==> src/rtl/ptt_pkg.sv <==
package ptt_pkg;

  localparam int NUM_SLOTS_DEF = 16;

  localparam int MODE_W   = 2;
  localparam int TID_W    = 4;
  localparam int PERIOD_W = 32;
  localparam int KIND_W   = 2;
  localparam int SLOT_W   = 4;
  localparam int ACNT_W   = 5;

  localparam int S_TDATA_W = ((TID_W + PERIOD_W + 7) / 8) * 8;
  localparam int M_TDATA_W = ((1 + SLOT_W + ACNT_W + 7) / 8) * 8;

  typedef enum logic [MODE_W-1:0] {
    MODE_ADD    = 2'd0,
    MODE_REMOVE = 2'd1,
    MODE_TICK   = 2'd2
  } mode_e;

  typedef enum logic [KIND_W-1:0] {
    KIND_ADD    = 2'd0,
    KIND_REMOVE = 2'd1,
    KIND_FIRED  = 2'd2,
    KIND_DONE   = 2'd3
  } kind_e;

  typedef enum logic [2:0] {
    EMIT_ADD_OK   = 3'd0,
    EMIT_ADD_FAIL = 3'd1,
    EMIT_REMOVE   = 3'd2,
    EMIT_FIRED    = 3'd3,
    EMIT_DONE     = 3'd4
  } emit_e;

  typedef struct packed {
    logic  accept;
    logic  idx_clr;
    logic  idx_inc;
    logic  mem_rd;
    logic  tick_inc;
    logic  emit;
    emit_e emit_sel;
  } dp_cmd_t;

  typedef struct packed {
    mode_e mode;
    logic  period_zero;
    logic  full;
    logic  slot_free;
    logic  idx_last;
    logic  due;
    logic  out_free;
  } dp_status_t;

endpackage

==> src/rtl/periodic_task_tick_table.sv <==
// Periodic task tick table: 16 task slots (NUM_SLOTS) with period and next-due
// time, a 32-bit tick counter advanced by each tick item and an active-slot count.
// Input stream: tuser = mode (add, remove, tick); tdata = task_id, period.
// Output stream: tuser = kind; tdata = ok, slot, active_count; tlast marks the
// final result of an input item. Add and remove give one reply; a tick gives
// one fired item per due slot in slot order, then a tick-done item.
// One item is handled at a time; tready is high only while the sequencer idles.
// An add searches upward from slot 0 for the lowest free slot; a zero period or
// a full table rejects it. A tick evaluates one slot per cycle out of the slot
// memory, whose read is registered, unless a due slot waits for room in the
// output register.
// A stalled receiver holds the output register; the scan then waits on the
// slot that is due until the pending result is taken, and nothing is lost.
// Reset clears the tick counter, the active marks and the count; the slot
// memory needs no clearing since an inactive slot's entry is never used.
module periodic_task_tick_table import ptt_pkg::*; #(
  parameter int NUM_SLOTS = NUM_SLOTS_DEF
) (
  input  logic                 clk_i,
  input  logic                 rst_ni,
  input  logic                 s_axis_tvalid_i,
  output logic                 s_axis_tready_o,
  input  logic [S_TDATA_W-1:0] s_axis_tdata_i,  // task_id[3:0], period[35:4], zero
  input  logic [MODE_W-1:0]    s_axis_tuser_i,  // mode[1:0]
  output logic                 m_axis_tvalid_o,
  input  logic                 m_axis_tready_i,
  output logic [M_TDATA_W-1:0] m_axis_tdata_o,  // ok[0], slot[4:1], active_count[9:5], zero
  output logic [KIND_W-1:0]    m_axis_tuser_o,  // kind[1:0]
  output logic                 m_axis_tlast_o
);

  dp_cmd_t           cmd;
  dp_status_t        status;
  logic              ok;
  logic [SLOT_W-1:0] slot;
  logic [ACNT_W-1:0] acnt;

  ptt_ctrl u_ctrl (
    .clk_i      (clk_i),
    .rst_ni     (rst_ni),
    .in_valid_i (s_axis_tvalid_i),
    .in_ready_o (s_axis_tready_o),
    .status_i   (status),
    .cmd_o      (cmd)
  );

  ptt_dp #(
    .NUM_SLOTS (NUM_SLOTS)
  ) u_dp (
    .clk_i          (clk_i),
    .rst_ni         (rst_ni),
    .cmd_i          (cmd),
    .status_o       (status),
    .mode_i         (s_axis_tuser_i),
    .task_id_i      (s_axis_tdata_i[TID_W-1:0]),
    .period_i       (s_axis_tdata_i[TID_W+PERIOD_W-1:TID_W]),
    .out_ready_i    (m_axis_tready_i),
    .out_valid_o    (m_axis_tvalid_o),
    .kind_o         (m_axis_tuser_o),
    .ok_o           (ok),
    .slot_o         (slot),
    .active_count_o (acnt),
    .last_o         (m_axis_tlast_o)
  );

  assign m_axis_tdata_o = {{(M_TDATA_W - 1 - SLOT_W - ACNT_W){1'b0}}, acnt, slot, ok};

endmodule

==> src/rtl/ptt_dp.sv <==
module ptt_dp import ptt_pkg::*; #(
  parameter int NUM_SLOTS = NUM_SLOTS_DEF
) (
  input  logic                clk_i,
  input  logic                rst_ni,
  input  dp_cmd_t             cmd_i,
  output dp_status_t          status_o,
  input  logic [MODE_W-1:0]   mode_i,
  input  logic [TID_W-1:0]    task_id_i,
  input  logic [PERIOD_W-1:0] period_i,
  input  logic                out_ready_i,
  output logic                out_valid_o,
  output logic [KIND_W-1:0]   kind_o,
  output logic                ok_o,
  output logic [SLOT_W-1:0]   slot_o,
  output logic [ACNT_W-1:0]   active_count_o,
  output logic                last_o
);

  localparam int IDX_W = (NUM_SLOTS > 1) ? $clog2(NUM_SLOTS) : 1;
  localparam int CNT_W = $clog2(NUM_SLOTS + 1);
  localparam int ENT_W = 2 * PERIOD_W;

  mode_e                 mode_q;
  logic [TID_W-1:0]      tid_q;
  logic [PERIOD_W-1:0]   period_q;
  logic [PERIOD_W-1:0]   now_q, now_d;
  logic [NUM_SLOTS-1:0]  active_q, active_d;
  logic [CNT_W-1:0]      cnt_q, cnt_d;
  logic [IDX_W-1:0]      idx_q, idx_d;
  logic [ENT_W-1:0]      mem_q [NUM_SLOTS];
  logic [PERIOD_W-1:0]   rd_period_q, rd_due_q;

  logic                  out_valid_q, out_valid_d;
  logic [KIND_W-1:0]     kind_q, kind_d;
  logic                  ok_q, ok_d;
  logic [SLOT_W-1:0]     slot_q, slot_d;
  logic [ACNT_W-1:0]     acnt_q, acnt_d;
  logic                  last_q, last_d;

  logic [IDX_W+TID_W-1:0]  tid_ext;
  logic [IDX_W-1:0]        tid_idx;
  logic                    tid_in_range;
  logic                    rem_ok;
  logic                    due;
  logic                    out_free;
  logic [IDX_W-1:0]        rd_addr;
  logic                    mem_we;
  logic [ENT_W-1:0]        mem_wdata;
  logic [SLOT_W+IDX_W-1:0] idx_ext;
  logic [ACNT_W+CNT_W-1:0] cnt_ext;
  logic                    add_commit, rem_commit;

  assign tid_ext      = {{IDX_W{1'b0}}, tid_q};
  assign tid_idx      = tid_ext[IDX_W-1:0];
  assign tid_in_range = tid_ext < (IDX_W + TID_W)'(NUM_SLOTS);
  assign rem_ok       = tid_in_range && active_q[tid_idx];
  assign due          = active_q[idx_q] && (now_q >= rd_due_q);
  assign out_free     = !out_valid_q || out_ready_i;
  assign idx_ext      = {{SLOT_W{1'b0}}, idx_q};

  assign add_commit = cmd_i.emit && (cmd_i.emit_sel == EMIT_ADD_OK);
  assign rem_commit = cmd_i.emit && (cmd_i.emit_sel == EMIT_REMOVE) && rem_ok;
  assign mem_we     = add_commit || (cmd_i.emit && (cmd_i.emit_sel == EMIT_FIRED));
  assign mem_wdata  = add_commit ? {period_q, now_q + period_q}
                                 : {rd_period_q, rd_due_q + rd_period_q};
  assign rd_addr    = cmd_i.idx_inc ? idx_q + IDX_W'(1) : idx_q;

  assign status_o.mode        = mode_q;
  assign status_o.period_zero = (period_q == '0);
  assign status_o.full        = (cnt_q == CNT_W'(NUM_SLOTS));
  assign status_o.slot_free   = !active_q[idx_q];
  assign status_o.idx_last    = (idx_q == IDX_W'(NUM_SLOTS - 1));
  assign status_o.due         = due;
  assign status_o.out_free    = out_free;

  always_comb begin
    active_d = active_q;
    cnt_d    = cnt_q;
    if (add_commit) begin
      active_d[idx_q] = 1'b1;
      cnt_d           = cnt_q + CNT_W'(1);
    end
    if (rem_commit) begin
      active_d[tid_idx] = 1'b0;
      cnt_d             = cnt_q - CNT_W'(1);
    end
  end

  assign cnt_ext = {{ACNT_W{1'b0}}, cnt_d};
  assign now_d   = cmd_i.tick_inc ? now_q + PERIOD_W'(1) : now_q;

  always_comb begin
    idx_d = idx_q;
    if (cmd_i.idx_clr) begin
      idx_d = '0;
    end else if (cmd_i.idx_inc) begin
      idx_d = idx_q + IDX_W'(1);
    end
  end

  always_comb begin
    kind_d = kind_q;
    ok_d   = ok_q;
    slot_d = slot_q;
    acnt_d = acnt_q;
    last_d = last_q;
    if (cmd_i.emit) begin
      acnt_d = cnt_ext[ACNT_W-1:0];
      case (cmd_i.emit_sel)
        EMIT_ADD_OK: begin
          kind_d = KIND_ADD;
          ok_d   = 1'b1;
          slot_d = idx_ext[SLOT_W-1:0];
          last_d = 1'b1;
        end
        EMIT_ADD_FAIL: begin
          kind_d = KIND_ADD;
          ok_d   = 1'b0;
          slot_d = '0;
          last_d = 1'b1;
        end
        EMIT_REMOVE: begin
          kind_d = KIND_REMOVE;
          ok_d   = rem_ok;
          slot_d = tid_q;
          last_d = 1'b1;
        end
        EMIT_FIRED: begin
          kind_d = KIND_FIRED;
          ok_d   = 1'b0;
          slot_d = idx_ext[SLOT_W-1:0];
          last_d = 1'b0;
        end
        default: begin
          kind_d = KIND_DONE;
          ok_d   = 1'b0;
          slot_d = '0;
          last_d = 1'b1;
        end
      endcase
    end
  end

  always_comb begin
    out_valid_d = out_valid_q;
    if (cmd_i.emit) begin
      out_valid_d = 1'b1;
    end else if (out_ready_i) begin
      out_valid_d = 1'b0;
    end
  end

  always_ff @(posedge clk_i or negedge rst_ni) begin
    if (!rst_ni) begin
      now_q       <= '0;
      active_q    <= '0;
      cnt_q       <= '0;
      idx_q       <= '0;
      out_valid_q <= 1'b0;
    end else begin
      now_q       <= now_d;
      active_q    <= active_d;
      cnt_q       <= cnt_d;
      idx_q       <= idx_d;
      out_valid_q <= out_valid_d;
    end
  end

  always_ff @(posedge clk_i) begin
    if (cmd_i.accept) begin
      mode_q   <= mode_e'(mode_i);
      tid_q    <= task_id_i;
      period_q <= period_i;
    end
    kind_q <= kind_d;
    ok_q   <= ok_d;
    slot_q <= slot_d;
    acnt_q <= acnt_d;
    last_q <= last_d;
  end

  always_ff @(posedge clk_i) begin
    if (mem_we) begin
      mem_q[idx_q] <= mem_wdata;
    end
    if (cmd_i.mem_rd) begin
      {rd_period_q, rd_due_q} <= mem_q[rd_addr];
    end
  end

  assign out_valid_o    = out_valid_q;
  assign kind_o         = kind_q;
  assign ok_o           = ok_q;
  assign slot_o         = slot_q;
  assign active_count_o = acnt_q;
  assign last_o         = last_q;

  a_cnt_matches_active: assert property (@(posedge clk_i) disable iff (!rst_ni)
    cnt_q == CNT_W'($countones(active_q)))
    else $error("active count out of step with active marks");

  a_add_to_free_slot: assert property (@(posedge clk_i) disable iff (!rst_ni)
    add_commit |-> !active_q[idx_q])
    else $error("add placed into an occupied slot");

  a_fire_only_when_due: assert property (@(posedge clk_i) disable iff (!rst_ni)
    (cmd_i.emit && (cmd_i.emit_sel == EMIT_FIRED)) |-> due)
    else $error("fired item for a slot that is not due");

endmodule

==> src/rtl/ptt_ctrl.sv <==
module ptt_ctrl import ptt_pkg::*; (
  input  logic       clk_i,
  input  logic       rst_ni,
  input  logic       in_valid_i,
  output logic       in_ready_o,
  input  dp_status_t status_i,
  output dp_cmd_t    cmd_o
);

  typedef enum logic [5:0] {
    S_IDLE      = 6'b000001,
    S_DISP      = 6'b000010,
    S_ADD_SRCH  = 6'b000100,
    S_TICK_RD   = 6'b001000,
    S_TICK_EV   = 6'b010000,
    S_TICK_DONE = 6'b100000
  } state_e;

  state_e state_q, state_d;

  assign in_ready_o = (state_q == S_IDLE);

  always_comb begin
    state_d = state_q;
    cmd_o   = '0;
    case (state_q)
      S_IDLE: begin
        if (in_valid_i) begin
          cmd_o.accept = 1'b1;
          state_d      = S_DISP;
        end
      end
      S_DISP: begin
        case (status_i.mode)
          MODE_ADD: begin
            if (status_i.period_zero || status_i.full) begin
              if (status_i.out_free) begin
                cmd_o.emit     = 1'b1;
                cmd_o.emit_sel = EMIT_ADD_FAIL;
                state_d        = S_IDLE;
              end
            end else begin
              cmd_o.idx_clr = 1'b1;
              state_d       = S_ADD_SRCH;
            end
          end
          MODE_REMOVE: begin
            if (status_i.out_free) begin
              cmd_o.emit     = 1'b1;
              cmd_o.emit_sel = EMIT_REMOVE;
              state_d        = S_IDLE;
            end
          end
          MODE_TICK: begin
            cmd_o.tick_inc = 1'b1;
            cmd_o.idx_clr  = 1'b1;
            state_d        = S_TICK_RD;
          end
          default: begin
            state_d = S_IDLE;
          end
        endcase
      end
      S_ADD_SRCH: begin
        if (status_i.slot_free) begin
          if (status_i.out_free) begin
            cmd_o.emit     = 1'b1;
            cmd_o.emit_sel = EMIT_ADD_OK;
            state_d        = S_IDLE;
          end
        end else begin
          cmd_o.idx_inc = 1'b1;
        end
      end
      S_TICK_RD: begin
        cmd_o.mem_rd = 1'b1;
        state_d      = S_TICK_EV;
      end
      S_TICK_EV: begin
        if (!status_i.due || status_i.out_free) begin
          if (status_i.due) begin
            cmd_o.emit     = 1'b1;
            cmd_o.emit_sel = EMIT_FIRED;
          end
          if (status_i.idx_last) begin
            state_d = S_TICK_DONE;
          end else begin
            cmd_o.idx_inc = 1'b1;
            cmd_o.mem_rd  = 1'b1;
          end
        end
      end
      S_TICK_DONE: begin
        if (status_i.out_free) begin
          cmd_o.emit     = 1'b1;
          cmd_o.emit_sel = EMIT_DONE;
          state_d        = S_IDLE;
        end
      end
      default: begin
        state_d = S_IDLE;
      end
    endcase
  end

  always_ff @(posedge clk_i or negedge rst_ni) begin
    if (!rst_ni) begin
      state_q <= S_IDLE;
    end else begin
      state_q <= state_d;
    end
  end

  a_emit_needs_room: assert property (@(posedge clk_i) disable iff (!rst_ni)
    cmd_o.emit |-> status_i.out_free)
    else $error("result issued while output register is occupied");

  a_accept_dispatches: assert property (@(posedge clk_i) disable iff (!rst_ni)
    cmd_o.accept |=> (state_q == S_DISP))
    else $error("accepted item not dispatched");

endmodule

==> config.mk <==
export PLATFORM = sky130hd
export DESIGN_NAME = periodic_task_tick_table
export DESIGN_NICKNAME = d
export VERILOG_FILES = /design/src/rtl/ptt_pkg.sv /design/src/rtl/periodic_task_tick_table.sv /design/src/rtl/ptt_dp.sv /design/src/rtl/ptt_ctrl.sv
export SDC_FILE = /design/constraint.sdc
export NUM_CORES = 1
export LEC_CHECK = 0
export BUFFER_PORTS_ARGS = -buffer_cell sky130_fd_sc_hd__buf_2
export CORE_MARGIN = 2
export CORE_UTILIZATION = 40
export CTS_BUF_LIST = sky130_fd_sc_hd__clkbuf_8
export CTS_CLUSTER_SIZE = 8
export DETAILED_ROUTE_END_ITERATION = 10
export PLACE_DENSITY = 0.58
export RECOVER_POWER = 100
export SLEW_MARGIN = 25
export SYNTH_ARGS = -nofsm -noshare
export SYNTH_HDL_FRONTEND = slang
export SYNTH_SLANG_ARGS = --single-unit
export TNS_END_PERCENT = 1
==> constraint.sdc <==
create_clock -name clk_i -period 17.5 [get_ports clk_i]
set_input_delay 0.875 -clock clk_i [delete_from_list [all_inputs] [get_ports clk_i]]
set_output_delay 0.875 -clock clk_i [all_outputs]
set_load 0.02 [all_outputs]
==> metrics, run 1 <==
Synth Area in XOR/XNOR 1.36%; failing checks max-capacitance violations, max-slew violations; Power Density 115 mW/mm^2; Port-buffer cells 56; Synth Register Bits 1,203; Slew Limit Fails 1,739; register area share after synthesis 65.3%; IO Pins 67; nets 3,942; Starting DRT DRC Count 3,657; post-cts gate resize count 0; Hold WS 0.109 ns; HP Class input pin to flip-flop; main combinational cell family by area after synthesis compound AO/OA/AOI/OAI gates; Post-CTS Setup Bufs 0; first-pass GRT wire length 227,000 um; Layout area overhead 9.92%; post-route setup TNS 0 ns; Max Clk Rate 86.0 MHz; DP HPWL 85,600 um; Synth Area in Simple Gates 4.56%; top post-synthesis cells by area edfxtp_1 (62%), mux2i_1 (8.7%), o221ai_1 (5.3%), mux4_2 (3.1%), dfrtp_1 (2.9%); Gate Count Post-Synth 3,707; GP Congestion 0.878; core box area 0.136 sq mm; largest net degree at the start of global routing 126; CTS tree yes; Initial DRT Pass Iterations 5; RSZ-0062 raised after global routing false; status finished with violations; Post-synth EDFFs 1,139; CTS buffer count 197; worst slew pin tran 4.52 ns; area leader, netlist edfxtp_1; asr flop ratio synth 5.32%; die area 0.140 sq mm; WP data arrival 12.31 ns; clk buf depth 3; Worst-path clk slew 0.07 ns; Crit. End Element flip-flop; Worst EP required 18.18 ns; Initial Utilization 40.4%; number of clock sinks 1,203; DRC 0; CP startpoint kind flip-flop; setup violators final 0; Pwr Total 0.00695 W; post-route ant nets 0; synth unique cells 80; cell area after placement 0.0571 sq mm; Die Wd 374 um; Root Buffer clkbuf_8; post-synthesis compound-gate area fraction 12.0%; H-tree Lvls 4; crit path max fanout 56; Max Cap Viol 53; via count 34,700; most used flip-flop cell after synthesis edfxtp_1; share of layout cells above drive strength 1 10.3%; vias in the first global route 34,100; post-synthesis mux area share 12.0%; Mapped Area 0.0548 sq mm; initial antenna violation count 7; fin crit period 11.63 ns; DR WL/cell 27.1 um; clock skew 0.0517 ns; IR drop worst, VDD 0.128 mV; Routed WL 155,000 um; post-synth top area share 62.4%; Worst-Skew Late Latency 0.94 ns; Pleak 20.3 nW; row count 135; design area 0.0603 sq mm; synthesis warning total 0; final hold viol count 0; Die Ht 374 um; CP Class flip-flop to flip-flop; Vias per Instance 6.05; grt ovf 0; final core occ 44.4%; adder-cell area share of the yosys netlist 2.38%; Total Routing Usage GR 21.9%; cts hold-fix bufs 0; Final period util 66.4%; syn avg cell area 14.8 sq um; Slew headroom -202%
cells in the final DEF (no fill, tap or decap), types with 8 or more instances in the layout:
cell type	Yosys	routed
o21ai_0	104	105
o32a_1	42	41
nor2b_1	18	18
nand4_1	22	22
dfrtp_1	63	62
nand3_1	28	27
nand2b_1	16	16
clkinv_1	0	41
a31oi_1	28	28
o31ai_1	8	8
edfxtp_1	1139	1139
o21a_1	10	10
xor2_1	23	23
a21o_1	33	33
clkbuf_8	0	201
nor3_1	21	21
clkinv_2	0	14
a211oi_1	9	9
mux4_2	76	76
and3_1	16	16
ha_1	101	100
o221ai_1	331	331
nor2_1	94	94
nor4_1	14	14
buf_4	22	27
nand2_1	259	257
nor3b_1	7	8
inv_1	59	141
xnor2_1	62	62
mux2i_1	476	475
clkbuf_1	171	65
a21oi_1	227	227
a31o_1	40	42
and2_0	0	16
buf_2	45	38
Yosys cell counts, types with 5 or more instances:
cell type / n
a211o_1: 5
a211oi_1: 9
a21o_1: 33
a21oi_1: 227
a31o_1: 40
a31oi_1: 28
and2_1: 22
and3_1: 16
and4_1: 6
buf_1: 6
buf_2: 45
buf_4: 22
buf_6: 6
clkbuf_1: 171
dfrtp_1: 63
edfxtp_1: 1139
ha_1: 101
inv_1: 59
mux2_2: 7
mux2i_1: 476
mux4_2: 76
nand2_1: 259
nand2b_1: 16
nand3_1: 28
nand4_1: 22
nor2_1: 94
nor2b_1: 18
nor3_1: 21
nor3b_1: 7
nor4_1: 14
o211ai_1: 5
o21a_1: 10
o21ai_0: 104
o21bai_1: 5
o221ai_1: 331
o31ai_1: 8
o32a_1: 42
or3_1: 7
xnor2_1: 62
xor2_1: 23
final timing paths:
kind	startpoint	endpoint	slack [ns]	cells after the start
setup / recovery	u_dp.idx_q[0]	u_dp.rd_due_q[16]	5.87	11
hold / removal	s_axis_tdata_i[14]	u_dp.period_q[10]	0.11	1
setup reg to reg	u_dp.idx_q[0]	u_dp.rd_due_q[16]	5.87	11
hold reg to reg	u_dp.cnt_q[4]	u_dp.cnt_q[4]	0.50	1
max in group asynchronous	rst_ni	u_dp.idx_q[1]	13.44	2
min in group asynchronous	rst_ni	u_dp.active_q[7]	1.36	2
worst max-delay path, cell delays in order, from the launching register on:
cell	delay, ns
dfrtp_1	1.77
mux4_2	0.49
mux4_2	0.42
nand2_1	0.12
o21ai_0	0.89
a21o_1	1.51
buf_4	0.63
mux2_1	1.28
clkbuf_1	2.96
o221ai_1	0.50
a31o_1	0.36
a31oi_1	0.35
sequential cells by signal (all words and copies together), names as in the netlist, 5 cells and up:
register / flops
u_dp.mem_q: 1024
u_dp.now_q: 32
u_dp.period_q: 32
u_dp.rd_due_q: 32
u_dp.rd_period_q: 32
u_dp.active_q: 16
u_ctrl.state_q: 6
u_dp.active_count_o: 5
u_dp.cnt_q: 5
layout make-up:
cell class              instances  area [sq um]
fillers                     12100         75500
flip-flops and latches       1203         35800
multi-input cells            2199         17800
clock buffers                 201          2770
well taps                    1781          2230
clock inverters               154           758
repair buffers                132           677
inverters                      60           230
diodes                          1          2.50
where the power goes:
part / switching (W) / internal [W]
logic: 0.000855 / 0.000506
clock network: 0.00113 / 0.00111
registers: 0.000101 / 0.00324
total: 0.00209 / 0.00486
cell families (layout without fill, tap and decap cells):
family / Yosys count / count (layout)
compound gates: 903 / 903
xor+xnor: 85 / 85
fa+ha+maj: 103 / 103
buf+inv: 310 / 547
flops: 1203 / 1203
mux: 559 / 559
other cells: 1 / 7
simple gates: 543 / 543
through the flow:
| stage | worst slack [ns] | instances |
|---|---|---|
| CTS | 10.92 | 5730 |
| global route | 5.50 | 5731 |
| detailed placement | 10.98 | 5375 |
| floorplan | 11.79 | 3712 |
| global placement | 10.96 | 5372 |
| finish | 5.87 | 5731 |
layer usage:
layer  up-vias  wire length [um]  GRT usage [%]
met2      1492             71800           34.6
met1     17800             67200           31.0
li1      15200                 -              -
met5         -                 0              0
met3       227             12800           3.81
met4         0              3330           6.15
Note: power is estimated with default switching activity, not from simulation.
==> inputs of run 2 (changes only) <==
Clock period 17.5 ns to 11.3 ns, I/O delays scaled along.
==> run 2 against run 1 <==
Compared with the run above:
- the run still ends with max-capacitance violations, max-slew violations left
- critical path type unchanged
- first-iteration DRC count fell by 6.6%
- clock skew rose by 0.0061 ns
- final cell count up 0.72%
- sequential power is 55% higher
- hold slack improved by 0.021 ns
- largest power group unchanged
- clock-buffer cell count is 9 higher
==> metrics, run 2 (same netlist as run 1, synthesis figures left out) <==
status finished with violations; failing checks max-capacitance violations, max-slew violations; Worst-path clk slew 0.07 ns; CP startpoint kind flip-flop; largest net degree at the start of global routing 113; GP Congestion 0.886; vias in the first global route 34,400; HP Class input pin to flip-flop; clock power share 32.7%; worst slew pin tran 4.04 ns; Power Density 177 mW/mm^2; Max Cap Viol 27; Slew headroom -169%; Die Ht 374 um; min-delay src m_axis_tready_i; Register Area 0.0358 sq mm; Comb power frac 19.4%; Total Routing Usage GR 21.8%; commonest non-fill, non-tap cells in the layout edfxtp_1 (1,139), mux2i_1 (475), o221ai_1 (332); hold endpoint u_ctrl.state_q[2]; commonest non-fill, non-tap cell in the layout edfxtp_1; IR drop worst, VDD 0.232 mV; Port-buffer cells 56; H-tree Lvls 4; largest register by flop count u_dp.mem_q; CP Class flip-flop to flip-flop; Internal 0.00757 W; first-pass GRT wire length 226,000 um; Post-CTS Setup Bufs 0; row count 135; Layout area overhead 11.0%; final std cells w/o fill 5,772; Crit. End Element flip-flop; Worst R2R Setup Slack 2.47 ns; CTS tree yes; RR Startpoint u_dp.idx_q[0]; sequential share of power 47.9%; DP HPWL 84,600 um; initial antenna violation count 6; clk buf depth 3; RSZ-0062 raised after global routing false; dpl cells 5,372; Max Clk Rate 113 MHz; DRC 0; Slew Limit Fails 754; Worst-Skew Late Latency 0.95 ns; final core occ 44.8%; IO Pins 67; R2R depth 7; switching share of total power 29.8%; grt ovf 0; Root Buffer clkbuf_8; setup violators final 0; footprint of the multi-input gates 0.0178 sq mm; number of clock sinks 1,203; Initial Utilization 40.4%; CTS buffer count 198; max FFs per register 1,024; nets 3,980; die area 0.140 sq mm; Final period util 78.2%; hold-critical path depth 4; Vias per Instance 6.01; core box area 0.136 sq mm; switching power 0.00322 W; Pleak 20.6 nW; Worst EP required 11.76 ns; DR WL/cell 26.8 um; clock skew 0.0578 ns; Starting DRT DRC Count 3,414; post-route setup TNS 0 ns; WP data arrival 9.29 ns; Die Wd 374 um; share of layout cells above drive strength 1 10.7%; Routed WL 155,000 um; final hold viol count 0; crit path max fanout 43; post-cts gate resize count 0; fill count 12,100; R2R Path End u_dp.mem_q[1][26]; fin crit period 8.83 ns; Initial DRT Pass Iterations 6; via count 34,700; post-route ant nets 0
## run 2: changes by cell type in the layout (fill, tap and decap cells not counted), sizes merged
cell / before / now
clkbuf: 266 / 259
inv: 151 / 148
clkinv: 55 / 56
clkinvlp: 5 / 2
buf: 67 / 80
dlygate4sd3: 0 / 40
## run 2: final cells by class
class / instances / area share (%)
sequential: 1203 / 58.9
multi-input combinational: 2199 / 29.3
clock buffer: 210 / 4.75
tap: 1781 / 3.66
timing repair buffer: 169 / 1.86
clock inverter: 149 / 1.21
inverter: 60 / 0.378
antenna: 1 / 0.00411
## run 2: power groups by stage
stage | clock [W] | sequential, W | combinational [W]
final | 0.00353 | 0.00517 | 0.00209
after global routing | 0.00380 | 0.00518 | 0.00224
after CTS | 0.00361 | 0.00516 | 0.00209
after detailed placement | 0 | 0.00525 | 0.00208
after global placement | 0 | 0.00526 | 0.00206
after floorplan | 0 | 0.00515 | 0.00150
## run 2: per-stage QoR
stage / instance area, sq um / setup WS (ns) / total power [W] / hold slack [ns]
global placement: 57000 / 4.81 / 0.00731 / 0.502
detailed placement: 57000 / 4.81 / 0.00733 / 0.490
floorplan: 54800 / 5.59 / 0.00665 / 0.269
finish: 60800 / 2.47 / 0.0108 / 0.130
global route: 60800 / 2.26 / 0.0112 / 0.107
CTS: 61000 / 4.71 / 0.0109 / 0.0296
## run 2: routing by layer
metal	track usage, %	up-vias	part of all wire [%]
li1	-	15300	-
met1	29.6	17700	42
met2	34.7	1420	47
met3	5.13	255	8.4
met4	7.17	4	2.7
met5	0	-	0.021
## run 2: worst max-delay path by stage
stage / from / to / slack, ns / cells past startpoint
after global routing: u_dp.idx_q[0] / u_dp.rd_period_q[27] / 2.26 / 8
after CTS: u_dp.rd_due_q[29] / u_dp.rd_period_q[27] / 4.71 / 15
after detailed placement: u_dp.rd_due_q[29] / u_dp.rd_period_q[13] / 4.81 / 15
after global placement: u_dp.rd_due_q[29] / u_dp.rd_period_q[27] / 4.81 / 15
final: u_dp.idx_q[0] / u_dp.mem_q[1][26] / 2.47 / 7
after floorplan: u_dp.idx_q[0] / u_dp.mem_q[15][0] / 5.59 / 9
## run 2: worst max-delay path, stage by stage, from the launching register on
cell and delay [ns]:
dfrtp_1 1.77, mux4_2 0.69, mux4_2 0.61, or3_1 1.25, and2_0 0.67, nor3_1 0.36, and2_4 0.79, clkbuf_1 2.07
## run 2: what timing repair did
action / 4_1_cts / 5_1_grt
endpoints found under the hold margin: 103 / 0
endpoints found under the setup margin: 0 / 0
hold buffers: 40 / 0
